--- src/rtl/core/stpq_pkg.sv ---
`timescale 1ns / 1ps
// ----------------------------------------------------------------------------
// stpq_pkg
// Shared types and constants for the sorted task priority queue.
// ----------------------------------------------------------------------------
package stpq_pkg;

   localparam int MODE_W   = 2;
   localparam int ID_W     = 8;
   localparam int DAYS_W   = 10;
   localparam int WEIGHT_W = 10;
   localparam int HOURS_W  = 12;
   localparam int SCORE_W  = 23;
   localparam int STATUS_W = 2;
   localparam int NUM_W    = WEIGHT_W + 16;
   localparam int DEN_W    = 24;

   typedef enum logic [MODE_W-1:0] {
      MODE_INSERT = 2'd0,
      MODE_READ   = 2'd1,
      MODE_CLEAR  = 2'd2,
      MODE_NOP    = 2'd3
   } mode_type;

   typedef enum logic [STATUS_W-1:0] {
      ST_OK      = 2'd0,
      ST_FULL    = 2'd1,
      ST_EMPTY   = 2'd2,
      ST_CLEARED = 2'd3
   } status_type;

   typedef struct packed {
      logic [ID_W-1:0]     task_id;
      logic [SCORE_W-1:0]  score;
      logic [DAYS_W-1:0]   days_left;
      logic [WEIGHT_W-1:0] weight_tenths;
      logic [HOURS_W-1:0]  hours_tenths;
   } entry_type;

   localparam int ENTRY_W = $bits(entry_type);

endpackage

--- src/rtl/core/stpq_divider.sv ---
`timescale 1ns / 1ps
// ----------------------------------------------------------------------------
// stpq_divider
// Restoring divider, one quotient bit per cycle.
// ----------------------------------------------------------------------------
module stpq_divider (
   input  logic                         clock,
   input  logic                         reset,
   input  logic                         start,
   input  logic [stpq_pkg::NUM_W-1:0]   numerator,
   input  logic [stpq_pkg::DEN_W-1:0]   denominator,
   output logic                         done,
   output logic [stpq_pkg::SCORE_W-1:0] quotient
);
   import stpq_pkg::*;

   localparam int CNT_W = $clog2(NUM_W + 1);

   logic [NUM_W-1:0] quo_ff, quo_in;
   logic [DEN_W:0]   rem_ff, rem_in;
   logic [DEN_W-1:0] den_ff, den_in;
   logic [CNT_W-1:0] cnt_ff, cnt_in;
   logic             busy_ff, busy_in;
   logic             done_ff, done_in;
   logic [DEN_W:0]   trial;
   logic [DEN_W:0]   diff;

   always_comb begin
      quo_in  = quo_ff;
      rem_in  = rem_ff;
      den_in  = den_ff;
      cnt_in  = cnt_ff;
      busy_in = busy_ff;
      done_in = 1'b0;
      trial   = {rem_ff[DEN_W-1:0], quo_ff[NUM_W-1]};
      diff    = trial - {1'b0, den_ff};
      if (start) begin
         quo_in  = numerator;
         rem_in  = '0;
         den_in  = denominator;
         cnt_in  = CNT_W'(NUM_W);
         busy_in = 1'b1;
      end else if (busy_ff) begin
         if (!diff[DEN_W]) begin
            rem_in = diff;
            quo_in = {quo_ff[NUM_W-2:0], 1'b1};
         end else begin
            rem_in = trial;
            quo_in = {quo_ff[NUM_W-2:0], 1'b0};
         end
         cnt_in = cnt_ff - 1'b1;
         if (cnt_ff == CNT_W'(1)) begin
            busy_in = 1'b0;
            done_in = 1'b1;
         end
      end
   end

   always_ff @(posedge clock) begin
      if (reset) begin
         busy_ff <= 1'b0;
         done_ff <= 1'b0;
         cnt_ff  <= '0;
      end else begin
         busy_ff <= busy_in;
         done_ff <= done_in;
         cnt_ff  <= cnt_in;
      end
      quo_ff <= quo_in;
      rem_ff <= rem_in;
      den_ff <= den_in;
   end

   assign done     = done_ff;
   assign quotient = quo_ff[SCORE_W-1:0];

endmodule

--- src/rtl/core/sorted_insert_task_priority_queue.sv ---
`timescale 1ns / 1ps
// ----------------------------------------------------------------------------
// sorted_insert_task_priority_queue
// Bounded sorted task table held in one synchronous memory.
// ----------------------------------------------------------------------------
//  channel | direction | tdata / tuser
//  req     | in        | tdata: mode, task_id, days_left, weight_tenths, hours_tenths
//  rsp     | out       | tdata: status, task_id, score, days, weight, hours; tlast
//  csr     | in        | wdata: order_by_deadline
//
//  insert: denominator product formed at the accept edge, divider started in
//  S_MUL, 26 quotient bits produced in S_DIV, then a scan of the table (S_SRD
//  and S_SCMP per entry passed, S_SRD once more on reaching the end) and a
//  shift-down (S_MRD and S_MWR per moved entry, S_MRD for the final write)
//  through the memory, one access at a time; read-out: S_RDRD and S_RDOUT per
//  entry, S_RDRD waiting while a held beat is not taken; clear: answered at
//  the accept. One item at a time; req_tready is low while busy or while a
//  result waits. Synchronous reset empties the table at once via the count.
// ----------------------------------------------------------------------------
module sorted_insert_task_priority_queue #(
   parameter int TABLE_DEPTH = 16
) (
   input  logic        clock,
   input  logic        reset,
   input  logic        req_tvalid,
   output logic        req_tready,
   // mode, task_id, days_left, weight_tenths, hours_tenths (42 bits + pad)
   input  logic [47:0] req_tdata,
   output logic        rsp_tvalid,
   input  logic        rsp_tready,
   // status, out_task_id, out_score, out_days_left, out_weight_tenths,
   // out_hours_tenths (65 bits + pad)
   output logic [71:0] rsp_tdata,
   output logic        rsp_tlast,
   input  logic        csr_wen,
   input  logic        csr_wdata
);
   import stpq_pkg::*;

   localparam int IDX_W = $clog2(TABLE_DEPTH);
   localparam int CNT_W = $clog2(TABLE_DEPTH + 1);

   typedef enum logic [8:0] {
      S_IDLE  = 9'b000000001,
      S_MUL   = 9'b000000010,
      S_DIV   = 9'b000000100,
      S_SRD   = 9'b000001000,
      S_SCMP  = 9'b000010000,
      S_MRD   = 9'b000100000,
      S_MWR   = 9'b001000000,
      S_RDRD  = 9'b010000000,
      S_RDOUT = 9'b100000000
   } state_type;

   state_type            state_ff, state_in;
   logic                 order_ff;
   logic [CNT_W-1:0]     count_ff, count_in;
   logic [CNT_W-1:0]     ptr_ff, ptr_in;
   entry_type            new_ff, new_in;
   logic [DEN_W-1:0]     den_ff, den_in;
   logic                 out_valid_ff, out_valid_in;
   logic [71:0]          out_data_ff, out_data_in;
   logic                 out_last_ff, out_last_in;

   entry_type            mem [TABLE_DEPTH];
   entry_type            rd_data_ff;
   logic                 mem_we;
   logic [IDX_W-1:0]     mem_waddr, mem_raddr;
   entry_type            mem_wdata;
   logic                 mem_re;

   logic                 div_start, div_done;
   logic [SCORE_W-1:0]   div_q;
   logic                 ahead;

   stpq_divider u_div (
      .clock       (clock),
      .reset       (reset),
      .start       (div_start),
      .numerator   ({new_ff.weight_tenths, 16'h0000}),
      .denominator (den_ff),
      .done        (div_done),
      .quotient    (div_q)
   );

   function automatic logic [71:0] pack_rsp(status_type st, entry_type e);
      return {7'd0, e.hours_tenths, e.weight_tenths, e.days_left, e.score,
              e.task_id, st};
   endfunction

   assign ahead = order_ff ? (rd_data_ff.days_left < new_ff.days_left)
                           : (rd_data_ff.score > new_ff.score);

   always_comb begin
      state_in     = state_ff;
      count_in     = count_ff;
      ptr_in       = ptr_ff;
      new_in       = new_ff;
      den_in       = den_ff;
      out_valid_in = out_valid_ff;
      out_data_in  = out_data_ff;
      out_last_in  = out_last_ff;
      mem_we       = 1'b0;
      mem_waddr    = ptr_ff[IDX_W-1:0];
      mem_wdata    = new_ff;
      mem_re       = 1'b0;
      mem_raddr    = ptr_ff[IDX_W-1:0];
      div_start    = 1'b0;
      req_tready   = (state_ff == S_IDLE) && !out_valid_ff;
      if (out_valid_ff && rsp_tready) out_valid_in = 1'b0;
      unique case (state_ff)
         S_IDLE: begin
            if (req_tvalid && req_tready) begin
               unique case (mode_type'(req_tdata[1:0]))
                  MODE_INSERT: begin
                     new_in.task_id       = req_tdata[9:2];
                     new_in.days_left     = req_tdata[19:10];
                     new_in.weight_tenths = req_tdata[29:20];
                     new_in.hours_tenths  = req_tdata[41:30];
                     new_in.score         = '0;
                     den_in = DEN_W'((DEN_W'(req_tdata[19:10]) + DEN_W'(1))
                              * (DEN_W'(req_tdata[41:30]) + DEN_W'(10)));
                     state_in = S_MUL;
                  end
                  MODE_READ: begin
                     if (count_ff == '0) begin
                        out_valid_in = 1'b1;
                        out_data_in  = pack_rsp(ST_EMPTY, '0);
                        out_last_in  = 1'b1;
                     end else begin
                        ptr_in   = '0;
                        state_in = S_RDRD;
                     end
                  end
                  MODE_CLEAR: begin
                     count_in     = '0;
                     out_valid_in = 1'b1;
                     out_data_in  = pack_rsp(ST_CLEARED, '0);
                     out_last_in  = 1'b1;
                  end
                  default: ;
               endcase
            end
         end
         S_MUL: begin
            // divider takes its operands from the captured task copy
            div_start = 1'b1;
            state_in  = S_DIV;
         end
         S_DIV: begin
            if (div_done) begin
               new_in.score = div_q;
               if (count_ff == CNT_W'(TABLE_DEPTH)) begin
                  out_valid_in = 1'b1;
                  out_data_in  = pack_rsp(ST_FULL, new_in);
                  out_last_in  = 1'b1;
                  state_in     = S_IDLE;
               end else begin
                  ptr_in   = '0;
                  state_in = S_SRD;
               end
            end
         end
         S_SRD: begin
            if (ptr_ff == count_ff) begin
               // position found at end; now shift from count down to ptr
               ptr_in   = count_ff;
               state_in = S_MRD;
            end else begin
               mem_re   = 1'b1;
               state_in = S_SCMP;
            end
         end
         S_SCMP: begin
            if (ahead) begin
               ptr_in   = ptr_ff + 1'b1;
               state_in = S_SRD;
            end else begin
               // remember insert point in den_ff, start moving from the top
               den_in   = DEN_W'(ptr_ff);
               ptr_in   = count_ff;
               state_in = S_MRD;
            end
         end
         S_MRD: begin
            if (ptr_ff == CNT_W'(den_ff)) begin
               mem_we       = 1'b1;
               count_in     = count_ff + 1'b1;
               out_valid_in = 1'b1;
               out_data_in  = pack_rsp(ST_OK, new_ff);
               out_last_in  = 1'b1;
               state_in     = S_IDLE;
            end else begin
               mem_re    = 1'b1;
               mem_raddr = IDX_W'(ptr_ff - 1'b1);
               state_in  = S_MWR;
            end
         end
         S_MWR: begin
            mem_we    = 1'b1;
            mem_wdata = rd_data_ff;
            ptr_in    = ptr_ff - 1'b1;
            state_in  = S_MRD;
         end
         S_RDRD: begin
            if (!out_valid_ff || rsp_tready) begin
               mem_re   = 1'b1;
               state_in = S_RDOUT;
            end
         end
         S_RDOUT: begin
            out_valid_in = 1'b1;
            out_data_in  = pack_rsp(ST_OK, rd_data_ff);
            out_last_in  = (ptr_ff + 1'b1) == count_ff;
            ptr_in       = ptr_ff + 1'b1;
            state_in     = out_last_in ? S_IDLE : S_RDRD;
         end
         default: state_in = S_IDLE;
      endcase
   end

   // the scan reaching count means insert at the end
   logic [DEN_W-1:0] den_fix;
   always_comb begin
      den_fix = den_in;
      if (state_ff == S_SRD && ptr_ff == count_ff) den_fix = DEN_W'(count_ff);
   end

   always_ff @(posedge clock) begin
      if (mem_we) mem[mem_waddr] <= mem_wdata;
      if (mem_re) rd_data_ff <= mem[mem_raddr];
   end

   always_ff @(posedge clock) begin
      if (reset) begin
         state_ff     <= S_IDLE;
         order_ff     <= 1'b0;
         count_ff     <= '0;
         out_valid_ff <= 1'b0;
      end else begin
         state_ff     <= state_in;
         count_ff     <= count_in;
         out_valid_ff <= out_valid_in;
         if (csr_wen) order_ff <= csr_wdata;
      end
      ptr_ff      <= ptr_in;
      new_ff      <= new_in;
      den_ff      <= den_fix;
      out_data_ff <= out_data_in;
      out_last_ff <= out_last_in;
   end

   assign rsp_tvalid = out_valid_ff;
   assign rsp_tdata  = out_data_ff;
   assign rsp_tlast  = out_last_ff;

endmodule

--- config.mk ---
export PLATFORM = sky130hd
export DESIGN_NAME = sorted_insert_task_priority_queue
export DESIGN_NICKNAME = d
export VERILOG_FILES = /design/src/rtl/core/stpq_pkg.sv /design/src/rtl/core/stpq_divider.sv /design/src/rtl/core/sorted_insert_task_priority_queue.sv
export SDC_FILE = /design/constraint.sdc
export NUM_CORES = 2
export LEC_CHECK = 0
export BUFFER_PORTS_ARGS = -buffer_cell sky130_fd_sc_hd__buf_2
export CORE_MARGIN = 2
export CORE_UTILIZATION = 50
export CTS_CLUSTER_DIAMETER = 150
export CTS_CLUSTER_SIZE = 40
export DETAILED_ROUTE_END_ITERATION = 16
export PLACE_DENSITY = 0.63
export SLEW_MARGIN = 20
export SYNTH_ARGS = -nofsm -noshare
export SYNTH_HDL_FRONTEND = slang
export SYNTH_HIERARCHICAL = 1
export SYNTH_SLANG_ARGS = --single-unit
--- constraint.sdc ---
create_clock -name clock -period 10.2 [get_ports clock]
set_clock_uncertainty 0.2 [all_clocks]
set_input_delay 2.04 -clock clock [delete_from_list [all_inputs] [get_ports clock]]
set_output_delay 2.04 -clock clock [all_outputs]
set_load 0.02 [all_outputs]
; Yosys cells after proc, flatten, opt, wreduce, memory -nomap -nowiden
; Memory sizes are Yosys's and may differ from the RTL's. A register that Yosys moved wholly into a read port is not among the register bits.
; Index checks and enable logic that the tools add are counted.
[word_totals]
output_inout_bits = 75
wordCells = 171
inputBits = 54
latchBits = 0
romBits = 0
regBits = 262
mem_bits_rw = 1008
mem_count = 1
[classes]
n_reduce_logical = 25
addsub = 7
muxes = 77
n_bitwise = 1
n_shift = 0
n_lt_le_gt_ge = 2
eq_ne = 35
n_mul = 1
div = 0
[mem_list]
columns = memory, words, word_bits, rd, rd_clocked_by_memory_dff, wr, line_no
row1 = mem, 16, 63, 1, 1, 1, sorted_insert_task_priority_queue.sv:65  ; entry_type mem [TABLE_DEPTH];
[op_table]
columns = cell, n
row1 = 72-bit two-way mux, 5
row2 = 72-bit one-hot mux with 4 select lines, 1
row3 = 72-bit one-hot mux with 2 select lines, 1
row4 = 55-bit two-way mux, 2
row5 = 24-bit two-way mux, 4
row6 = 9-bit one-hot mux with 9 select lines, 1
row7 = 5-bit two-way mux, 13
row8 = 63-bit two-way mux, 1
row9 = 26-bit two-way mux, 2
row10 = 24-bit one-hot mux with 2 select lines, 1
row11 = 23-bit one-hot mux with 2 select lines, 1
row12 = 9-bit two-way mux, 4
row13 = 5-bit one-hot mux with 6 select lines, 1
row14 = 25-bit by 24-bit subtractor with 25-bit output, 1
row15 = 11-bit by 13-bit multiplier with 24-bit output, 1
row16 = 1-bit two-way mux, 24
row17 = 23-bit greater-than comparator, 1
row18 = 23-bit two-way mux, 1
row19 = 9-bit one-hot mux with 2 select lines, 1
row20 = 4-bit AND reduction, 4
row21 = 5-bit equality test, 3
row22 = "2-bit inequality test, second input constant", 7
row23 = 7-bit AND reduction, 2
row24 = "12-bit by 4-bit adder with 13-bit output, second input constant", 1
row25 = other kinds (42), 65

; Logic depth before layout (Yosys ltp)
[depth]
ltp_word = 6
depth_mapped = 25
depth_no_buf = 24

; Hierarchy
; The synthesis kept the hierarchy.
[by_module_without_submodules]
columns = mod, area_each_um2, cells_per_inst, instances
row1 = sorted_insert_task_priority_queue, 59186.8, 4550, 1
row2 = stpq_divider, 4722.0, 449, 1

; Worst setup path after synthesis
; Ideal clock, no wire load.
[synth_timing]
path_kind = in2reg
from = in req_tdata[1]
to = reg out_data_ff[0], in the netlist rsp_tdata[0] (enable)
setup_time_ps = 589
setup_slack_ps = 1894
n_path_buf = 0
path_stages = 6
arrival_time_ps = 7518
path_cell_list = inv_1 ha_1 nand4b_1 o21ai_0 nand2_1 a211oi_1
[synth_via]
elab_chain_cells = 3
[synth_lines]
columns = element, line_no
row1 = start: declaration, sorted_insert_task_priority_queue.sv:28  ; input logic [47:0] req_tdata,
row2 = 2-bit by 1-bit equality test with 1-bit output or 2-bit equality test (tied branches), sorted_insert_task_priority_queue.sv:114  ; unique case (mode_type'(req_tdata[1:0]))
row3 = 3-bit by 1-bit inequality test with 1-bit output (no line) or 3-bit inequality test (tied branches), -
row4 = 7-bit AND reduction (no line) *, -
row5 = end signal: assignment, sorted_insert_task_priority_queue.sv:249  ; out_data_ff <= out_data_in;
row6 = end: declaration, sorted_insert_task_priority_queue.sv:62  ; logic [71:0] out_data_ff, out_data_in;
; Every way passes the cells marked *; elsewhere a longest branch is shown, timed or not.
; A chain may end at the register's enable or synchronous reset.

==> flow_summary.toml <==
[run_status]
status = "complete, no violations"

[min_path]
hp-class = "reg -> reg"

[synth]
syn_inst = 4999
synth_seq_cells = 1326
yosys_warnings = 6
synth.distinct_cells = 84
synth_area_mm2 = 0.0639
async_flop_share = 0
synth_area_per_cell_um2 = 12.8
synth_mux_area_frac = 0.0829
synth_area_leader_cell = "edfxtp_1"
synth.yosys.seq_area_share = 0.613
synthXorXnorAreaFrac = 0.0121
synth_top_family_by_area = "compound AO/OA/AOI/OAI gates"
synth_edf_count = 1260
synth_top_area_frac = 0.592
synthAdderAreaFrac = 0.0569
synth-compound-area-share = 0.103
synthSimpleGateAreaFrac = 0.0980
synth-main-ff-cell = "edfxtp_1"
synth_area_leaders = "edfxtp_1 59%, mux2i_1 5.4%, o22ai_1 4.1%"

[detailed_routing]
wl_um = 180000
first_iter_violations = 5287
via_per_inst = 6.41
drc_errors = 0
vias = 42500
dr.pass1.iters = 6
postRouteAntennaNets = 0
wl_per_cell_um = 27.2

[cts]
clk_pin_slew_ns = 0.15
numCtsBuffers = 39
cts-root-buf = "clkbuf_16"
cts_hold_buffers = 0
clockBufferDepth = 3
cts_tree = "built"
cts_setup_buffers = 0
clk_latency_ns = 0.69
cts_resized = 0
htree_levels = 2
numClockSinks = 1326

[worst_setup_path]
critPathSlowestCell = "xnor2_1"
required_ns = 10.58
setup.worst_path.end_class = "flop"
cp_num_buf_inv = 2
max_stage_delay_ns = 0.61
cpLargestDelayFamily = "adder cells"
cp_max_fo = 17
worst_setup_path_start_kind = "input port"
cp.arrival_ns = 8.62
crit_chain = "buf_2 -> ha_1 -> nand3_1 -> nor2_1 -> nand3_1 -> xnor2_1 -> nand2_1 -> fa_1 -> fa_1 -> inv_1 -> fa_1 -> fa_1 -> fa_1 -> ha_1 -> a21oi_1 -> nor2_1 -> a21oi_1 -> o31ai_1 -> a221oi_1 -> o2111ai_1 -> mux2i_1 -> a211o_1"
critPathMostFrequentCell = "fa_1"
crit_type = "in -> reg"

[cells_and_area]
layout-drive-gt1-share = 0.0928
area_growth_pct = 5.68
fillers = 10600
nets = 5243

[place]
io_buffers = 115
pre_cts_slack_ns = 1.35
dp_hpwl_um = 102000
place_congestion = 0.883

[run]
drv_cap = 0

[sta]
finalSetupViolations = 0
grt_setup_unrepaired = "no"
fmax_mhz = 121
timing.setup.tns_ns = 0
hold_violations = 0
worst_pin_slew_ns = 1.20
slew-limit-headroom = 0.199
period_share = 0.808
setup_slack_ns = 1.96
slew_violations = 0
min_period_ns = 8.24

[floorplan]
num_rows = 131
start_util = 0.502
ios = 129
core_mm2 = 0.127
die_w_um = 362
die_y_um = 362
die-area_mm2 = 0.131

[global_route]
grt_pass1_wl_um = 263000
grt_overflow_total = 0
use_met2 = 0.433
grt_usage = 0.271
top_usage_layer = "met2"
grt_use_met1 = 0.384
grt_pass1_vias = 40300
grt_max_degree = 127
use_met3 = 0.0345
antenna_found_initial = 8

[power]
netSwitchingFraction = 0.357
clockPowerShare = 0.157
power.share.sequential = 0.463
p_switching_mw = 5.16
combinationalPowerShare = 0.380
pwr_density_cell_mw_per_mm2 = 214
p_leak_nw = 24.0
power_mw = 14.5
ir_worst_vdd_uv = 227
p_int_mw = 9.29
==> registers in the layout, summed over array words and instances, names as in the netlist <==
register       count
u_div/rem_ff      24
u_div/quo_ff      26
u_div/done         1
rsp_tdata         65
new_ff            63
order_ff           1
u_div/cnt_ff       5
rsp_tlast          1
count_ff           5
den_ff            24
rd_data_ff        63
mem             1008
rsp_tvalid         1
u_div/busy_ff      1
ptr_ff             5
state_ff           9
u_div/den_ff      24
==> metrics by stage <==
stage          utilization  instance area, µm²  std cells  hold slack (ns)
2_1_floorplan            -               64000       5021            0.208
3_3_place_gp         0.523               66500       6579            0.214
3_5_place_dp         0.523               66500       6579            0.218
4_1_cts              0.531               67500       6627            0.251
5_1_grt              0.531               67500       6628            0.265
6_report             0.531               67500       6632            0.247
==> synth_stat cells, drive strengths merged (15+ instances only) <==
cell type,number
a22o,42
o22a,17
nand2,578
ha,132
mux2i,345
nor4,20
a211oi,30
clkbuf,252
nor2,291
a21oi,136
edfxtp,1260
a221oi,62
nor2b,15
o21ai,116
buf,86
inv,198
nand3,91
and3,18
a221o,24
o211ai,41
xnor2,59
mux4,67
nor3,188
mux2,30
and2,51
or2,25
dfxtp,66
nand2b,50
o22ai,421
xor2,29
fa,99
a21o,25
==> final cells by class <==
cell class / instances / area (µm²) / area share
well taps: 1662 / 2080 / 0.0308
multi-input cells: 3159 / 23000 / 0.341
inverters: 198 / 746 / 0.0110
clock buffers: 44 / 995 / 0.0147
clock inverters: 4 / 47.5 / 0.000704
diodes: 5 / 12.5 / 0.000185
flip-flops and latches: 1326 / 39200 / 0.580
repair buffers: 234 / 1490 / 0.0221
==> placed cells by master (no fill, tap or decap), types with 41 or more instances in the layout <==
cell and instances:
a221oi_1 61, a21oi_1 134, mux4_2 67, nand2_1 576
xnor2_1 59, a22o_1 42, fa_1 99, nor2_1 273
ha_1 131, inv_1 197, nand3_1 89, dfxtp_1 66
buf_2 115, o22ai_1 421, nor3_1 186, edfxtp_1 1260
o21ai_0 106, mux2i_1 345, o211ai_1 41, nand2b_1 49
and2_1 50, buf_4 117
==> routing by layer <==
layer | wire, µm | part of all wire
met5 | 0 | 0
met4 | 6640 | 0.037
met1 | 75200 | 0.42
met2 | 82400 | 0.46
met3 | 16000 | 0.089
==> power groups by stage <==
| stage | registers [mW] | logic, mW | clock network [mW] |
|---|---|---|---|
| 2_1_floorplan | 6.82 | 3.88 | 0 |
| 3_3_place_gp | 6.80 | 5.35 | 0 |
| 3_5_place_dp | 6.81 | 5.43 | 0 |
| 4_1_cts | 6.68 | 5.45 | 2.31 |
| 5_1_grt | 6.71 | 6.01 | 2.46 |
| 6_report | 6.69 | 5.49 | 2.28 |
==> worst paths after layout <==
kind                           end          start  cells after the start  slack (ns)
setup / recovery        den_ff[23]  req_tdata[10]                     22        1.96
hold / removal    u_div/den_ff[11]     den_ff[11]                      0        0.25
setup reg to reg    rd_data_ff[29]      ptr_ff[0]                     11        4.47
hold reg to reg   u_div/den_ff[11]     den_ff[11]                      0        0.25
==> logic make-up (layout without fill, tap and decap cells) <==
family,after synthesis,count (layout)
AO/OA/AOI/OAI,992,992
XOR/XNOR,88,88
adder cells (fa/ha/maj),231,231
buffers and inverters,536,480
flip-flops,1326,1326
multiplexers,442,442
other,1,28
AND/OR/NAND/NOR,1383,1383
(Power assumes the default switching activity.)
